==> src/hdl/assert_macros.svh <==
// ---------------------------------------------------------------------------
// assert_macros.svh
// concurrent assertion helpers, compiled out under synthesis
// ---------------------------------------------------------------------------
`ifndef ASSERT_MACROS_SVH
`define ASSERT_MACROS_SVH

`ifndef SYNTHESIS

`define NMS_ASSERT(lbl, clk, rst_n, prop) \
  lbl: assert property (@(posedge clk) disable iff (!rst_n) (prop)) \
    else $error("nms assertion failed");

`define NMS_ASSERT_NEXT(lbl, clk, rst_n, pre, post) \
  lbl: assert property (@(posedge clk) disable iff (!rst_n) (pre) |=> (post)) \
    else $error("nms assertion failed");

`else

`define NMS_ASSERT(lbl, clk, rst_n, prop)

`define NMS_ASSERT_NEXT(lbl, clk, rst_n, pre, post)

`endif

`endif

==> src/hdl/nms_pkg.sv <==
// ---------------------------------------------------------------------------
// nms_pkg
// shared types and constants of the box suppression filter
// ---------------------------------------------------------------------------
package nms_pkg;

  localparam int unsigned MAX_KEPT_DEF = 64;
  localparam logic [8:0]  THRESH_RESET = 9'd102;
  localparam int unsigned IOU_LAT      = 4;
  localparam logic [4:0]  ONE_PIXEL    = 5'd16;

  localparam logic [1:0] VERDICT_SUPPRESSED = 2'd0;
  localparam logic [1:0] VERDICT_STORED     = 2'd1;
  localparam logic [1:0] VERDICT_FULL       = 2'd2;

  typedef struct packed {
    logic               first_of_set;
    logic signed [15:0] box_x;
    logic signed [15:0] box_y;
    logic        [14:0] box_w;
    logic        [14:0] box_h;
  } box_in_t;

  typedef struct packed {
    logic [1:0]  verdict;
    logic [15:0] box_number;
    logic [6:0]  kept_total;
  } box_out_t;

  // one held box with its area precomputed
  typedef struct packed {
    logic signed [15:0] x;
    logic signed [15:0] y;
    logic        [14:0] w;
    logic        [14:0] h;
    logic        [29:0] area;
  } kept_box_t;

endpackage

==> src/hdl/nms_iou.sv <==
// ---------------------------------------------------------------------------
// nms_iou
// pipelined overlap test: inter*256 > threshold*union
// ---------------------------------------------------------------------------
module nms_iou
  import nms_pkg::*;
(
  input  logic      clk_i,
  input  logic      rst_ni,
  input  logic      valid_i,
  input  kept_box_t cur_i,
  input  kept_box_t held_i,
  input  logic [8:0] thresh_i,
  output logic      hit_o
);

  logic signed [18:0] ow_raw, oh_raw;
  logic signed [16:0] ea_x, eb_x, ea_y, eb_y, min_x, max_x, min_y, max_y;

  logic        v1_q, v2_q, v3_q, v4_q;
  logic [15:0] ow1_q, oh1_q;
  logic [30:0] asum1_q, asum2_q;
  logic [31:0] inter2_q;
  logic signed [33:0] uni3_q;
  logic signed [43:0] lhs3_q, lhs4_q, rhs4_q;

  always_comb begin
    ea_x  = 17'(cur_i.x) + $signed({2'b00, cur_i.w});
    eb_x  = 17'(held_i.x) + $signed({2'b00, held_i.w});
    ea_y  = 17'(cur_i.y) + $signed({2'b00, cur_i.h});
    eb_y  = 17'(held_i.y) + $signed({2'b00, held_i.h});
    min_x = (ea_x < eb_x) ? ea_x : eb_x;
    min_y = (ea_y < eb_y) ? ea_y : eb_y;
    max_x = (cur_i.x > held_i.x) ? 17'(cur_i.x) : 17'(held_i.x);
    max_y = (cur_i.y > held_i.y) ? 17'(cur_i.y) : 17'(held_i.y);
    ow_raw = 19'(min_x) - 19'(max_x) + $signed(19'(ONE_PIXEL));
    oh_raw = 19'(min_y) - 19'(max_y) + $signed(19'(ONE_PIXEL));
  end

  always_ff @(posedge clk_i or negedge rst_ni) begin
    if (!rst_ni) begin
      v1_q <= 1'b0;
      v2_q <= 1'b0;
      v3_q <= 1'b0;
      v4_q <= 1'b0;
    end else begin
      v1_q <= valid_i;
      v2_q <= v1_q;
      v3_q <= v2_q;
      v4_q <= v3_q;
    end
  end

  always_ff @(posedge clk_i) begin
    // overlap extents, clamped at zero; never exceed w+16 so 16 bits hold them
    ow1_q   <= ow_raw[18] ? 16'd0 : ow_raw[15:0];
    oh1_q   <= oh_raw[18] ? 16'd0 : oh_raw[15:0];
    asum1_q <= 31'(cur_i.area) + 31'(held_i.area);
    inter2_q <= ow1_q * oh1_q;
    asum2_q  <= asum1_q;
    uni3_q   <= $signed({3'b000, asum2_q}) - $signed({2'b00, inter2_q});
    lhs3_q   <= $signed({4'b0000, inter2_q, 8'h00});
    rhs4_q   <= 44'($signed({1'b0, thresh_i}) * uni3_q);
    lhs4_q   <= lhs3_q;
  end

  assign hit_o = v4_q && (lhs4_q > rhs4_q);

endmodule

==> config.mk <==
export PLATFORM = sky130hd
export DESIGN_NAME = nms_iou
export DESIGN_NICKNAME = d
export VERILOG_FILES = /design/src/hdl/assert_macros.svh /design/src/hdl/nms_pkg.sv /design/src/hdl/nms_iou.sv
export SDC_FILE = /design/constraint.sdc
export NUM_CORES = 2
export LEC_CHECK = 0
export ABC_AREA = 1
export BUFFER_PORTS_ARGS = -buffer_cell sky130_fd_sc_hd__buf_2
export CAP_MARGIN = 10
export CELL_PAD_IN_SITES_DETAIL_PLACEMENT = 1
export CELL_PAD_IN_SITES_GLOBAL_PLACEMENT = 2
export CORE_MARGIN = 8
export CORE_UTILIZATION = 40
export CTS_CLUSTER_DIAMETER = 60
export DETAILED_ROUTE_END_ITERATION = 8
export HOLD_SLACK_MARGIN = 0.02
export PLACE_DENSITY = 0.95
export SLEW_MARGIN = 20
export SYNTH_ARGS = -nofsm -noshare
export SYNTH_HDL_FRONTEND = slang
export SYNTH_SLANG_ARGS = --single-unit
==> constraint.sdc <==
create_clock -name clk_i -period 17.3 [get_ports clk_i]
set_input_delay 1.73 -clock clk_i [delete_from_list [all_inputs] [get_ports clk_i]]
set_output_delay 1.73 -clock clk_i [all_outputs]
set_load 0.01 [all_outputs]
Word level (Yosys, flattened, before mapping)
Cells that the tools add are included.

storage, ports and cells
  word-level logic and storage cells = 35
  register bits = 271

operators by class
  magnitude comparators = 5
  muxes and demuxes = 4
  reductions and logical operators = 1
  add/subtract/negate cells = 10
  multiply operators = 2

operator list
  cell                                            count
  adder 16 x 16 -> 17 bit                         4
  two-way mux 17 bit                              4
  greater-than comparator 41 x 44 -> 1 bit        1
  multiplier 10 x 33 -> 43 bit                    1
  adder 18 x 6 -> 19 bit (second input constant)  2
  subtractor 17 x 17 -> 18 bit                    2
  < comparator 17 bit                             2
  subtractor 31 x 32 -> 33 bit                    1
  greater-than comparator 16 bit                  2
  multiplier 16 x 16 -> 32 bit                    1
  adder 30 x 30 -> 31 bit                         1
  logical AND 1 bit                               1

Logic depth before layout (Yosys ltp)
  word-level depth = 5
  gate-level depth with buffers = 40

Worst setup path after synthesis
Ideal clock, no wire load.

  kind = input port to flip-flop
  from = in cur_i[30] (netlist bit)
  to = reg oh1_q[12]
  path slack = 10.667 ns
  required time = 17.172 ns
  setup time = 0.128 ns
  data arrival time = 6.505 ns
  cell stages on the path = 30
  cells stage by stage = ha_1 > inv_1 > fa_1 > nand3b_1 > nand2_1 > nand3_2 > nand3_2 > a21oi_1 > o21bai_1 > xor2_1 > inv_1 > ha_1 > a21oi_1 > o21bai_1 > a21oi_1 > nand3_2 > buf_6 > nand3_2 > nand2_1 > ha_1 > ha_1 > a21oi_1 > nor2_1 > o21ai_0 > nand2_1 > nand2_1 > nand4_1 > o21ai_1 > clkbuf_1 > nor2_1

on the way
  word-level cells in the longest chain between the ends = 5

RTL lines
  element                           line           text
  from (decl)                       nms_iou.sv:11  input kept_box_t cur_i,
  adder 16 x 16 -> 17 bit (*)       nms_iou.sv:30  ea_y = 17'(cur_i.y) + $signed({2'b00, cur_i.h});
  < comparator 17 bit               nms_iou.sv:33  min_y = (ea_y < eb_y) ? ea_y : eb_y;
  two-way mux 17 bit (*)            nms_iou.sv:33
  subtractor 17 x 17 -> 18 bit (*)  nms_iou.sv:37  oh_raw = 19'(min_y) - 19'(max_y) + $signed(19'(ONE_PIXEL));
  adder 18 x 6 -> 19 bit (*)        nms_iou.sv:37
  to (signal assigned)              nms_iou.sv:57  oh1_q <= oh_raw[18] ? 16'd0 : oh_raw[15:0];
  to (decl)                         nms_iou.sv:21  logic [15:0] ow1_q, oh1_q;

Every way passes the cells marked *; elsewhere a longest branch is shown, timed or not.
A chain may end at the register's enable or synchronous reset.

Worst setup path after layout
  from = in held_i[60] (netlist bit)
  to = reg oh1_q[11]

on the way
  word-level cells in the longest chain between the ends = 5
  elaborated cells on any way between the ends = 7

RTL lines
  element                           line           text
  from (decl)                       nms_iou.sv:12  input kept_box_t held_i,
  adder 16 x 16 -> 17 bit           nms_iou.sv:31  eb_y = 17'(held_i.y) + $signed({2'b00, held_i.h});
  < comparator 17 bit               nms_iou.sv:33
  two-way mux 17 bit                nms_iou.sv:33
  subtractor 17 x 17 -> 18 bit (*)  nms_iou.sv:37
  adder 18 x 6 -> 19 bit (*)        nms_iou.sv:37

Marked as above.

==> key figures <==
Setup path
  – CP Launch Type: input port
  – CP top delay family: simple AND/OR/NAND/NOR gates
  – Crit-path max cell delay: ~0.55 ns
  – Reg-to-Reg End: inter2_q[29]$_DFF_P_
  – Worst-path maximum fanout: 16
  – R2R Setup Slk: 10.44 ns
  – Worst Reg-to-Reg Cells: 21
  – Slowest CP cell: a21oi_1
  – Arrival time at the worst endpoint: 7.64 ns
  – CP bufs+invs: 2
  – Endpoint class of the critical path: register
  – Reg2Reg Launch Point: ow1_q[8]$_SDFF_PP0_
  – Setup Crit Path Kind: input port to register
  – CP Data Required Time: 17.71 ns

Detailed routing
  – Metal3 WL: about 3500 um
  – Drt initial violations: 1,351
  – Routed WL per cell: 17.30 um
  – Post-Route WL: 106,900 um
  – Metal2 WL: around 54,000 um
  – Routed vias/inst: 5.028
  – Top layer in use: met5
  – DR DRC count: 0
  – Detail Route Antenna Nets: 0
  – Drt pass-1 iters: 5
  – Total number of vias: 31,070
  – Wl on met1: between 40,000 and 50,000 um

Floorplan
  – Initial core utilization: 40.39%
  – Ports: about 200
  – Die ar.: 102,500 um2
  – Die Wd: ~320 um
  – Die Span Y: 320.2 um
  – Core footprint: just over 90,000 um2
  – # rows: 111

GRT
  – Largest net degree at the start of global routing: 34
  – Vias in the first global route: 34,540
  – First-pass GRT wire length: 176,300 um
  – Initial antenna violation count: 3
  – Gr ovfl total: 0
  – Overall Global Routing Usage: 20.78%

Min path
  – Hold endpoint: lhs4_q[31]$_DFF_P_
  – Hold Path Origin: lhs3_q[31]$_DFF_P_
  – Worst hold path class: register to register
  – WHS Path Cells: 0

STA
  – Final Slew Violations: 0
  – Max transition margin: 34.29%
  – Final Hold Vio Count: 0
  – Tmin final: about 7.2 ns
  – RSZ-0062 raised after global routing: no
  – Max Clock Freq: 0.1383 GHz
  – Fin Clk Skew: 0.01653 ns
  – Slew @ Worst Pin: 0.9842 ns
  – Final setup violation count: 0
  – Setup TNS Final: 0 ns
  – Final period util: 41.80%

CTS
  – Clock Latency Late Sink: 0.56 ns
  – Hold Buf Count CTS: 0
  – Setup Buffers After CTS: 0
  – Root Buffer Master: clkbuf_16
  – Cts bufs inserted: 30
  – Htree depth: 1
  – Max clock buf depth: 3
  – CTS resizes: 0
  – CTS tree: done
  – Clk sinks: 270
  – Clk slew on worst S/H paths: 0.06 ns

Run status
  – Status: complete, no violations

Cells and area
  – Layout fillers: 11,550
  – Area of the multi-input gates: 26,600 um2
  – Layout cells sized above 1: between 7 and 8%
  – Fin nets: 6,084
  – Area Growth Syn to Fin: 8.293%
  – Inserted Diodes: 0
  – Register area: roughly 5400 um2

Run
  – Number of max-cap violations: 0

Placed design
  – Routability Congestion: roughly 0.92
  – Final HPWL DP: 91,450 um
  – Port bufs: 196

Logic synthesis
  – Commonest register cell after synthesis: dfxtp_1
  – Flops & latches, synth: 270
  – Cell taking the most area after synthesis: fa_1
  – Post-Synthesis Net Count: 5,994
  – Yosys top cell area share: 23.95%
  – Synth Cell Area: about 37,000 um2
  – Sequential element share of the synthesized area: 14.65%
  – Share of flip-flops with an asynchronous set or reset: 1.481%
  – Post-synth EDFFs: 0
  – Yosys warning count: 0
  – Syn Area/Cell: about 7.6 um2
  – Synth area leaders: fa_1 24%, ha_1 16%, dfxtp_1 14%
  – Synth cell types: 53
  – Cells after synthesis: 4,879
[per-layer routing]
layer	vias to the layer above	track usage, %
met5	-	0
met4	4	5.191
met3	178	2.072
met2	472	38.55
met1	15410	25.65
li1	15000	-
[cell families after synthesis]
group / Yosys count / share of synthesized area (%)
AOI/OAI and AO/OA: 519 / 8.084
buffers and inverters: 1314 / 13.52
adders and majority gates: 919 / 40.04
DFF: 270 / 14.65
and+or+nand+nor: 1662 / 19.09
xor gates and xnor gates: 195 / 4.613
[flip-flops by register name, summed over array words and instances, names as in the netlist]
register  count
asum1_q      31
asum2_q      31
inter2_q     32
lhs3_q       32
lhs4_q       32
oh1_q        16
ow1_q        16
rhs4_q       43
uni3_q       33
v1_q          1
v2_q          1
v3_q          1
v4_q          1
[final cells by class]
class / count / share of cell area (%)
Sequential cell: 270 / 13.53
Clock buffer: 37 / 2.016
Timing Repair Buffer: 208 / 2.671
Tap cell: 1186 / 3.701
Multi-Input combinational cell: 3295 / 66.34
Clock inverter: 19 / 0.8395
Inverter: 1164 / 10.90
[stage by stage]
stage               setup WS, ns  utilization (%)  cell area, um2  hold slack [ns]  cells
finish                     10.07            43.74           40090           0.3221   6179
global route               9.575            43.74           40090           0.3318   6179
CTS                        10.13            43.73           40090           0.3242   6179
detailed placement         9.561            42.48           38940           0.3135   6123
global placement           9.715            42.48           38940           0.3101   6123
floorplan                  10.67                -           37020           0.3096   4879
[Yosys cell counts (6+ instances only)]
master    count
nand3_1     124
ha_1        476
nand3_2      41
xor2_1      129
nand3b_1      6
nor2_1      202
o21bai_1     28
fa_1        443
dfxtp_1     266
nand2_1    1159
a21boi_0      7
clkbuf_1    142
o21ai_1       9
o21a_1       11
xnor2_1      66
o211ai_1     15
a31oi_1      27
nor3_1       38
nor4_1       15
a21oi_2       6
inv_1      1160
nand2_2      11
a21oi_1     245
nand4_1      37
nor2_2        7
o21ai_0     107
a21o_1       31
a211oi_1      7
[worst reg2reg max path: stages (launching register included)]
cell	delay (ns)
dfxtp_1	0.92
nand2_1	0.19
fa_1	0.58
inv_1	0.06
fa_1	0.53
inv_1	0.06
fa_1	0.51
inv_1	0.06
fa_1	0.52
inv_1	0.08
fa_1	0.53
inv_1	0.06
fa_1	0.43
ha_1	0.43
nand2_1	0.17
nor4_1	0.57
nand4_1	0.15
nand3_1	0.20
nand2_1	0.08
nand2_1	0.09
a21oi_1	0.08
xnor2_1	0.41
[placed cells by master (no fill, tap or decap), drive strengths merged, types with 6 or more instances in the layout]
| cell | Yosys | layout |
|---|---|---|
| nand3b | 6 | 6 |
| nor3 | 40 | 40 |
| buf | 8 | 208 |
| nor2 | 210 | 210 |
| o211ai | 15 | 15 |
| nand3 | 169 | 169 |
| a21boi | 10 | 10 |
| a211oi | 7 | 7 |
| bufinv | 0 | 8 |
| xnor2 | 66 | 66 |
| dfxtp | 266 | 266 |
| a21o | 31 | 31 |
| clkbuf | 142 | 37 |
| clkinv | 0 | 8 |
| nand4 | 37 | 37 |
| a21oi | 251 | 251 |
| o21ai | 119 | 119 |
| nor4 | 15 | 15 |
| o21bai | 28 | 28 |
| fa | 443 | 443 |
| inv | 1164 | 1167 |
| xor2 | 129 | 129 |
| a31oi | 27 | 27 |
| nand2 | 1176 | 1176 |
| ha | 476 | 476 |
| o21a | 11 | 11 |
[worst max-delay path by stage]
| stage | endpoint | cells after the start | slack (ns) | from |
|---|---|---|---|---|
| 2_1_floorplan | oh1_q[12]$_SDFF_PP0_ | 30 | 10.67 | cur_i[30] |
| 3_3_place_gp | oh1_q[11]$_SDFF_PP0_ | 30 | 9.71 | held_i[60] |
| 3_5_place_dp | oh1_q[11]$_SDFF_PP0_ | 30 | 9.56 | held_i[60] |
| 4_1_cts | oh1_q[11]$_SDFF_PP0_ | 30 | 10.13 | held_i[60] |
| 5_1_grt | oh1_q[11]$_SDFF_PP0_ | 30 | 9.57 | held_i[60] |
| 6_report | oh1_q[11]$_SDFF_PP0_ | 30 | 10.07 | held_i[60] |
Power is not shown: default switching activity piles up to over one toggle a cycle in this logic, so the estimate is an artifact.
