--- src/hdl/assert_macros.svh ---
// ---------------------------------------------------------------------------
// assert_macros.svh
// concurrent assertion helpers, compiled out under synthesis
// ---------------------------------------------------------------------------
`ifndef ASSERT_MACROS_SVH
`define ASSERT_MACROS_SVH

`ifndef SYNTHESIS

`define NMS_ASSERT(lbl, clk, rst_n, prop) \
  lbl: assert property (@(posedge clk) disable iff (!rst_n) (prop)) \
    else $error("nms assertion failed");

`define NMS_ASSERT_NEXT(lbl, clk, rst_n, pre, post) \
  lbl: assert property (@(posedge clk) disable iff (!rst_n) (pre) |=> (post)) \
    else $error("nms assertion failed");

`else

`define NMS_ASSERT(lbl, clk, rst_n, prop)

`define NMS_ASSERT_NEXT(lbl, clk, rst_n, pre, post)

`endif

`endif

--- src/hdl/nms_pkg.sv ---
// ---------------------------------------------------------------------------
// nms_pkg
// shared types and constants of the box suppression filter
// ---------------------------------------------------------------------------
package nms_pkg;

  localparam int unsigned MAX_KEPT_DEF = 64;
  localparam logic [8:0]  THRESH_RESET = 9'd102;
  localparam int unsigned IOU_LAT      = 4;
  localparam logic [4:0]  ONE_PIXEL    = 5'd16;

  localparam logic [1:0] VERDICT_SUPPRESSED = 2'd0;
  localparam logic [1:0] VERDICT_STORED     = 2'd1;
  localparam logic [1:0] VERDICT_FULL       = 2'd2;

  typedef struct packed {
    logic               first_of_set;
    logic signed [15:0] box_x;
    logic signed [15:0] box_y;
    logic        [14:0] box_w;
    logic        [14:0] box_h;
  } box_in_t;

  typedef struct packed {
    logic [1:0]  verdict;
    logic [15:0] box_number;
    logic [6:0]  kept_total;
  } box_out_t;

  // one held box with its area precomputed
  typedef struct packed {
    logic signed [15:0] x;
    logic signed [15:0] y;
    logic        [14:0] w;
    logic        [14:0] h;
    logic        [29:0] area;
  } kept_box_t;

endpackage

--- src/hdl/nms_cell.sv ---
// ---------------------------------------------------------------------------
// nms_cell
// one slot of the rotating kept-box ring
// ---------------------------------------------------------------------------
module nms_cell
  import nms_pkg::*;
(
  input  logic      clk_i,
  input  logic      shift_i,
  input  logic      load_i,
  input  kept_box_t nbr_i,
  input  kept_box_t load_data_i,
  output kept_box_t box_o
);

  kept_box_t box_q;

  always_ff @(posedge clk_i) begin
    if (load_i) begin
      box_q <= load_data_i;
    end else if (shift_i) begin
      box_q <= nbr_i;
    end
  end

  assign box_o = box_q;

endmodule

--- config.mk ---
export PLATFORM = sky130hd
export DESIGN_NAME = nms_cell
export DESIGN_NICKNAME = d
export VERILOG_FILES = /design/src/hdl/assert_macros.svh /design/src/hdl/nms_pkg.sv /design/src/hdl/nms_cell.sv
export SDC_FILE = /design/constraint.sdc
export NUM_CORES = 1
export LEC_CHECK = 0
export BUFFER_PORTS_ARGS = -buffer_cell sky130_fd_sc_hd__buf_2
export CORE_AREA = 2 2 109 111
export DETAILED_ROUTE_END_ITERATION = 6
export DIE_AREA = 0 0 111 113
export PLACE_DENSITY_LB_ADDON = 0.08
export SYNTH_ARGS = -nofsm -noshare
export SYNTH_HDL_FRONTEND = slang
export SYNTH_SLANG_ARGS = --single-unit
export TNS_END_PERCENT = 50
--- constraint.sdc ---
create_clock -name clk_i -period 2.8 [get_ports clk_i]
set_input_delay 0.42 -clock clk_i [delete_from_list [all_inputs] [get_ports clk_i]]
set_output_delay 0.42 -clock clk_i [all_outputs]
set_load 0.1 [all_outputs]
### Word-level counts from Yosys, hierarchy flattened

Index checks and enable logic that the tools add are counted.

| word-level totals | value |
|---|---|
| register bits after elaboration | 92 |
| input port bits | 187 |
| output and inout port bits | 92 |
| word-level logic and storage cells | 8 |

| cells by class | value |
|---|---|
| mux-type cells | 2 |
| reductions and logical operators | 1 |

Operators by type and width:

| cell | count |
|---|---|
| 92-bit 2-to-1 mux | 2 |
| 2-bit nonzero test | 1 |

### Depth between registers and ports, before layout

Gate-level depths: netlist of run 1.

| depth | value |
|---|---|
| depth in word-level cells | 2 |
| gate-level depth with buffers | 3 |
| mapped depth without buffers | 1 |

### Least setup slack after synthesis of run 1

Ideal clock, no wire load.

| timing | value |
|---|---|
| path type | input to register |
| start | in load_i |
| end | reg box_q, in the netlist box_o[0] (enable) |
| library setup time | 0.411 ns |
| arrival | 1.948 ns |
| required time | 2.389 ns |
| path slack | 0.441 ns |
| stages on the path | 3 |
| path buffers | 2 |
| cell sequence | buf_4 > buf_6 > or2_2 |

| on the way | value |
|---|---|
| longest elaborated chain between the ends | 1 |

Ends and longest elaborated chain:

| element | RTL line | RTL |
|---|---|---|
| start, declared | nms_cell.sv:10 | `input logic load_i,` |
| 2-bit nonzero test (no source line) | -- |  |
| end signal, assigned | nms_cell.sv:20 | `box_q <= load_data_i;` |
| end signal, assigned | nms_cell.sv:22 | `box_q <= nbr_i;` |
| end, declared | nms_cell.sv:16 | `kept_box_t box_q;` |

No other way between the ends.
A chain may end at the register's enable or synchronous reset.

### Worst setup path after layout of run 1

| timing | value |
|---|---|
| start | reg box_q, in the netlist box_o[58] |
| end | out box_o[58] in the netlist's numbering |

RTL lines:

| element | RTL line | RTL |
|---|---|---|
| end, declared | nms_cell.sv:13 | `output kept_box_t box_o` |

No word-level cell between the ends.

==> flow_summary.ini, run 1 <==
[status]
status = complete, no violations

[routing]
drt_pre_antenna_iters = 4
drc_errors = 0
wl_um = 10360
antenna_left = 0
wl_per_cell_um = 16.57
drtIter0Drc = 82
vias = 2792
via_per_inst = 4.467

[sta]
fin_ws_ns = 1.264
finalSetupViolCount = 0
period_needed_ns = 1.536
finalCritPeriodShare = 0.5484
finalSetupTns_ns = 0
drv_slew = 0
tightest_slew_ns = 0.6352
hold_viol_final = 0
relSlewSlack = 0.5766
fmax_ghz = 0.6512
rsz0062_at_grt = no

[logic_synthesis]
synth_cells = 195
synth_fp_nets = 382
synth_area_sq_um = 4160
synth-seq-cells = 92
yosysWarnings = 0
ys_seq_area_frac = 0.6641
synth_cell_type_count = 7
avgSynthCellArea_sq_um = 21.33

[layout]
final_cells = 625
multi_input_area_sq_um = 1304
final_nets = 665
layout-drive-gt1-share = 0.8071
seq_area_sq_um = 2763
final_util = 0.5290
largest_register_ffs = 92
n_antenna_cell = 0
fillers = 955
syn2layout_area_growth_pct = 43.34

[worst_setup_path]
cp_max_fo = 1
worst_path_largest_cell_delay_ns = 0.45
critPathSlowestCell = buf_2
cp_top_family = buffers and inverters
critPathLaunchType = flip-flop
critical_path_arrival_ns = 1.12
crit_buf_inv = 1
cp_cell_sequence = buf_2
endpoint_kind = output pin
critPathRequiredTime_ns = 2.38
path_class = reg2out

[floorplan]
core_sq_um = 11270
die_y_um = 113
fp-row-count = 39
start_util = 0.3691
die_area_sq_um = 12540
io_pins = 279
fp.dieW_um = 111

[grt]
grt_antenna_before_repair = 0
grt_pass1_wl_um = 15400
first_global_vias = 2953
overflow = 0
grt_usage = 0.1623
grt_max_degree = 63

[clock_network]
ctsResizeCount = 0
post_cts_buffers = 0
path_clk_slew_ns = 0.07
cts_made_buffers = 9
root_buffer = clkbuf_16
htreeDepth = 3
hold_buffers = 0
tritoncts = yes
cts.sinks = 92
clockBufferDepth = 2

[power_and_ir_drop]
power.leakage_nw = 2.854
vdd_drop_max_v = 0.0003371
powerDensity_nw_per_um2 = 755.7
p_total_w = 0.004506

[place]
dp_slack_ns = 1.042
dpl.cell_count = 610
place.gp.congestion = 0.7801
io_buffers = 278
place_hpwl_um = 8104

[min_path]
hold_class = in2reg

[flow_run]
drv_cap = 0
==> kinds of logic (layout without fill, tap and decap cells) <==
kind of cell	Yosys count	count (layout)	share of synthesized area
multiplexers	92	92	0.3113
buffers and inverters	10	297	0.02316
AND/OR/NAND/NOR	1	1	0.001505
flip-flops	92	92	0.6641
==> cell usage after synthesis, drive strengths merged <==
cell / instances / area share
buf: 10 / 0.023
mux2: 92 / 0.31
or2: 1 / 0.0015
edfxtp: 92 / 0.66
==> layer usage <==
metal  global-route usage  routed length [um]  up-vias
met1               0.1805                3931     1286
met4              0.07500                 218        0
met2               0.2896                5348      158
met3              0.04606                 856       15
li1                     -                   -     1333
met5                    0                   0        -
==> cell usage in the layout (no fill, tap or decap) <==
master / n
mux2_4: 69
mux2_2: 23
or2_4: 1
buf_12: 1
clkinv_2: 3
edfxtp_1: 92
buf_4: 4
clkinvlp_4: 1
clkbuf_16: 9
bufinv_16: 1
buf_2: 277
clkinv_1: 1
==> path summary, 6_finish.rpt <==
check                          startpoint             endpoint  slack, ns  cells after the start
worst max-delay path  box_o[58]$_DFFE_PP_            box_o[58]       1.26                      1
worst min-delay path      load_data_i[65]  box_o[65]$_DFFE_PP_       0.38                      2
==> metrics by stage <==
stage / hold WS, ns / instance area [sq um]
floorplan: 0.6375 / 4160
global placement: 0.7212 / 5682
detailed placement: 0.7236 / 5682
CTS: 0.3655 / 5963
global route: 0.3710 / 5963
finish: 0.3801 / 5963
==> power by group <==
group	internal, W	total [W]	switching [W]
logic	0.000331	0.00162	0.00128
clock network	0.000679	0.00116	0.000485
registers	0.00169	0.00173	0.0000348
==> area by class of cell <==
| class | count | share of cell area |
|---|---|---|
| sequential | 92 | 0.4633 |
| timing repair buffer | 282 | 0.2409 |
| multi-input combinational | 93 | 0.2186 |
| clock buffer | 9 | 0.03777 |
| tap | 143 | 0.03000 |
| clock inverter | 6 | 0.009442 |
Note: power is estimated with default switching activity, not from simulation.
==> run 2: changes to the inputs <==
--- a/config.mk
+++ b/config.mk
@@ -5,10 +5,11 @@
 export SDC_FILE = /design/constraint.sdc
 export NUM_CORES = 1
 export LEC_CHECK = 0
+export ABC_AREA = 1
 export BUFFER_PORTS_ARGS = -buffer_cell sky130_fd_sc_hd__buf_2
-export CORE_AREA = 2 2 109 111
+export CORE_AREA = 2 2 107 109
 export DETAILED_ROUTE_END_ITERATION = 6
-export DIE_AREA = 0 0 111 113
+export DIE_AREA = 0 0 109 111
 export PLACE_DENSITY_LB_ADDON = 0.08
 export SYNTH_ARGS = -nofsm -noshare
 export SYNTH_HDL_FRONTEND = slang
==> constraint.sdc (replaced) <==
create_clock -name clk_i -period 1.6 [get_ports clk_i]
set_input_delay 0.24 -clock clk_i [delete_from_list [all_inputs] [get_ports clk_i]]
set_output_delay 0.24 -clock clk_i [all_outputs]
set_load 0.1 [all_outputs]
==> run 2 against run 1 <==
Routed wire length up 5.6%. Final area down 4.1%. Synthesized area down 5.6%. Sequential share of layout area up 2.0 points. Synthesized cell count up 100%. Sequential power up 75%. Clock power up 61%. Power up 70%. Count of clock-buffer cells in the layout up 4. Via count up 26%. Critical path depth unchanged. Critical endpoint is now box_o[24]. Largest power group unchanged. Highest routed layer unchanged.
==> flow_summary.ini, run 2 <==
[floorplan]
die_area_sq_um = 12100
io_pins = 279
fp-row-count = 39
start_util = 0.3547
fp.dieW_um = 109
die_y_um = 111
core_sq_um = 11080

[layout]
final_common_cell = buf_2
largest_register_ffs = 92
n_antenna_cell = 0
layout-drive-gt1-share = 0.4433
syn2layout_area_growth_pct = 45.54
final_nets = 852
multi_input_area_sq_um = 1045
final_util = 0.5162
fillers = 1045
final_cell_mix = buf_2, nand2_1, edfxtp_1
seq_area_sq_um = 2763

[grt]
first_global_vias = 3304
grt_usage = 0.1799
grt_pass1_wl_um = 16250
overflow = 0
grt_max_degree = 60
grt_antenna_before_repair = 0

[sta]
finalSetupTns_ns = 0
relSlewSlack = 0.6509
finalCritPeriodShare = 0.8668
drv_slew = 0
fmax_ghz = 0.7210
hold_ws_ns = 0.1709
finalSetupViolCount = 0
period_needed_ns = 1.387
rsz0062_at_grt = no
tightest_slew_ns = 0.5273
hold_viol_final = 0

[power_and_ir_drop]
vdd_drop_max_v = 0.0005335
p_total_w = 0.007638
power.leakage_nw = 3.037
powerDensity_nw_per_um2 = 1336

[worst_setup_path]
critPathLaunchType = flip-flop
startpoint = box_o[24]$_DFFE_PP_
cp_max_fo = 1
worst_path_largest_cell_delay_ns = 0.44
critPathRequiredTime_ns = 1.36
endpoint = box_o[24]
cp_cell_sequence = buf_2
crit_buf_inv = 1
critical_path_arrival_ns = 1.15
cp_top_family = buffers and inverters
critical_path_depth = 1
endpoint_kind = output pin
critPathSlowestCell = buf_2
path_class = reg2out

[flow_run]
drv_cap = 0

[logic_synthesis]
synth-main-ff-cell = edfxtp_1
synth_top_cells_by_area = edfxtp_1, nand2_1, buf_4
synth_cell_type_count = 7
synth_area_sq_um = 3929
yosysMostFrequentCell = nand2_1
yosysWarnings = 0
synthTopCellsByCount = nand2_1, edfxtp_1, buf_2, buf_4, clkbuf_1
synth-seq-cells = 92
yosysTopAreaCell = edfxtp_1
synth_async_sr_flop_share = 0
synth_cells = 390
avgSynthCellArea_sq_um = 10.07
synth_fp_nets = 577
synth_edf_count = 92
synth_top_area_frac = 0.7032
ys_seq_area_frac = 0.7032

[status]
status = complete, no violations

[routing]
drc_errors = 0
drt_pre_antenna_iters = 4
wl_um = 10940
drtIter0Drc = 170
wl_per_cell_um = 13.46
vias = 3517
antenna_left = 0
via_per_inst = 4.326

[clock_network]
htreeDepth = 3
clockBufferDepth = 2
post_cts_buffers = 0
root_buffer = clkbuf_16
tritoncts = yes
hold_buffers = 0
path_clk_slew_ns = 0.06
ctsResizeCount = 0
cts_made_buffers = 9
cts.sinks = 92

[min_path]
hold_class = in2reg

[place]
place_hpwl_um = 8046
io_buffers = 278
place.gp.congestion = 0.8213
run 2: cell types whose count changed after synthesis:
cell / before / now
buf_6: 7 / 0
buf_4: 1 / 9
nand2_1: 0 / 276
mux2_4: 69 / 0
mux2_2: 23 / 0
inv_2: 0 / 1
clkbuf_1: 0 / 2
buf_2: 2 / 9
run 2: stage by stage:
| stage | worst slack, ns | instances | cell area (sq um) |
|---|---|---|---|
| after floorplan | 0.1152 | 390 | 3931 |
| after global placement | 0.4427 | 797 | 5464 |
| after detailed placement | 0.3982 | 797 | 5464 |
| after global routing | 0.1744 | 813 | 5718 |
| final | 0.2131 | 813 | 5718 |
| after CTS | 0.1824 | 813 | 5718 |
run 2: cells by family (layout without fill, tap and decap cells):
group | Yosys count | after routing | synth area share
AND/OR/NAND/NOR | 277 | 277 | 0.2653
flip-flops | 92 | 92 | 0.7032
buffers and inverters | 21 | 301 | 0.03153
run 2: area by class of cell:
cell class,count,share of cell area
multi-input combinational,277,0.1827
timing repair buffer,284,0.2578
clock buffer,13,0.04201
tap,143,0.03129
clock inverter,3,0.002407
inverter,1,0.0006565
sequential,92,0.4832
run 2: worst min-delay path by stage:
| stage | startpoint | endpoint | slack (ns) | cells after the start |
|---|---|---|---|---|
| after detailed placement | nbr_i[18] | box_o[18]$_DFFE_PP_ | 0.51 | 3 |
| after CTS | nbr_i[88] | box_o[88]$_DFFE_PP_ | 0.16 | 3 |
| after floorplan | nbr_i[0] | box_o[0]$_DFFE_PP_ | 0.42 | 2 |
| after global placement | nbr_i[18] | box_o[18]$_DFFE_PP_ | 0.50 | 3 |
| after global routing | nbr_i[82] | box_o[82]$_DFFE_PP_ | 0.17 | 3 |
| final | nbr_i[88] | box_o[88]$_DFFE_PP_ | 0.17 | 3 |
run 2: metal layers:
layer	track usage	share of wire
met3	0.04586	0.085
met2	0.3201	0.51
met5	0	0
met1	0.1926	0.38
met4	0.09145	0.032
run 2: power by group:
group	leakage, nW	switching, W	total, W	internal, W
combinational	1.96	0.00232	0.00275	0.000426
clock	0.125	0.000825	0.00187	0.00105
sequential	0.947	0.0000614	0.00302	0.00296
==> run 3: changes to the inputs <==
--- a/config.mk
+++ b/config.mk
@@ -7,10 +7,11 @@
 export LEC_CHECK = 0
 export ABC_AREA = 1
 export BUFFER_PORTS_ARGS = -buffer_cell sky130_fd_sc_hd__buf_2
-export CORE_AREA = 2 2 107 109
+export CORE_AREA = 5 5 104 106
 export DETAILED_ROUTE_END_ITERATION = 6
 export DIE_AREA = 0 0 109 111
 export PLACE_DENSITY_LB_ADDON = 0.08
+export SETUP_SLACK_MARGIN = 0.4
 export SYNTH_ARGS = -nofsm -noshare
 export SYNTH_HDL_FRONTEND = slang
 export SYNTH_SLANG_ARGS = --single-unit
==> run 3 against run 2 <==
Count of clock-buffer cells in the layout shrank 1. Global-route usage grew 1.2 points. Utilization grew 12 points. Non-clock buffer count unchanged. Hold slack got worse by 0.018 ns. Sequential power up 2%. Sequential share of layout area decreased by 3.5 points. Largest power group unchanged.
==> flow_summary.ini, run 3 (synthesis gave the netlist of run 2 again) <==
[clock_network]
cts.sinks = 92
clockBufferDepth = 2
root_buffer = clkbuf_8
post_cts_buffers = 0
htreeDepth = 3
tritoncts = yes
hold_buffers = 0
cts_made_buffers = 9
path_clk_slew_ns = 0.08

[place]
dpl.cell_count = 787
io_buffers = 278
place_hpwl_um = 9376
place.gp.congestion = 0.7467
dp_slack_ns = 0.4105

[worst_setup_path]
critPathLaunchType = flip-flop
crit_buf_inv = 1
cp_max_fo = 1
critical_path_arrival_ns = 0.98
path_class = reg2out
cp_top_family = flip-flops
critPathRequiredTime_ns = 1.36
cp_cell_sequence = buf_6
endpoint_kind = output pin
critPathSlowestCell = edfxtp_1
worst_path_largest_cell_delay_ns = 0.43

[floorplan]
fp.dieW_um = 109
io_pins = 279
fp-row-count = 36
core_sq_um = 9684
start_util = 0.4057
die_y_um = 111
die_area_sq_um = 12100

[power_and_ir_drop]
p_total_w = 0.007591
powerDensity_nw_per_um2 = 1233
power.leakage_nw = 3.171
vdd_drop_max_v = 0.0005698

[routing]
drtIter0Drc = 159
wl_per_cell_um = 15.02
drc_errors = 0
wl_um = 12050
vias = 3619
via_per_inst = 4.512
drt_pre_antenna_iters = 4
antenna_left = 0

[sta]
finalSetupViolCount = 0
rsz0062_at_grt = yes
drv_slew = 0
finalSetupTns_ns = 0
fmax_ghz = 0.8182
tightest_slew_ns = 0.5025
fin_ws_ns = 0.3778
period_needed_ns = 1.222
relSlewSlack = 0.6650
hold_viol_final = 0
finalCritPeriodShare = 0.7639

[grt]
overflow = 0
grt_usage = 0.1922
grt_max_degree = 52
first_global_vias = 3679
grt_pass1_wl_um = 17860
grt_antenna_before_repair = 0

[layout]
largest_register_ffs = 92
final_cells = 802
n_antenna_cell = 0
syn2layout_area_growth_pct = 56.75
final_common_cell = nand2_1
layout-drive-gt1-share = 0.4439
final_cell_mix = nand2_1, buf_2, edfxtp_1
final_util = 0.6359
final_nets = 852

[status]
status = complete, no violations

[flow_run]
drv_cap = 0

[min_path]
hold_class = in2reg
==> run 3: power breakdown <==
part	internal, W	leakage [nW]	switching [W]
Clock	0.000709	0.0879	0.000738
Combinational	0.000727	2.14	0.00233
Sequential	0.00296	0.947	0.000121
Total	0.00440	3.17	0.00319
==> run 3: layer usage <==
metal  vias up  part of all wire  track usage
met3        26              0.10      0.05533
li1       1795                 -            -
met4         0             0.028      0.08502
met1      1617              0.33       0.2020
met5         -                 0            0
met2       181              0.54       0.3477
==> run 3: final timing paths <==
| check | to | slack (ns) | start | cells past startpoint |
|---|---|---|---|---|
| worst max-delay path | box_o[10] | 0.38 | box_o[10]$_DFFE_PP_ | 1 |
| worst min-delay path | box_o[13]$_DFFE_PP_ | 0.15 | nbr_i[13] | 3 |
==> run 3: timing repair <==
action,4_1_cts,5_1_grt
gates cloned,0,0
gates resized for setup,138,38
setup endpoints to repair,92,89
==> run 3: area by class of cell <==
| class | instances | area [sq um] |
|---|---|---|
| Fill cell | 828 | 3526 |
| Sequential cell | 92 | 2763 |
| Timing Repair Buffer | 284 | 2007 |
| Multi-Input combinational cell | 277 | 1045 |
| Tap cell | 133 | 166.4 |
| Clock buffer | 12 | 135.1 |
| Clock inverter | 3 | 38.79 |
| Inverter | 1 | 3.754 |
==> run 3: metrics by stage <==
stage | instance area, sq um | hold slack [ns]
CTS | 6016 | 0.1379
detailed placement | 5439 | 0.5090
global placement | 5439 | 0.5046
floorplan | 3939 | 0.4186
global route | 6158 | 0.1484
finish | 6158 | 0.1530
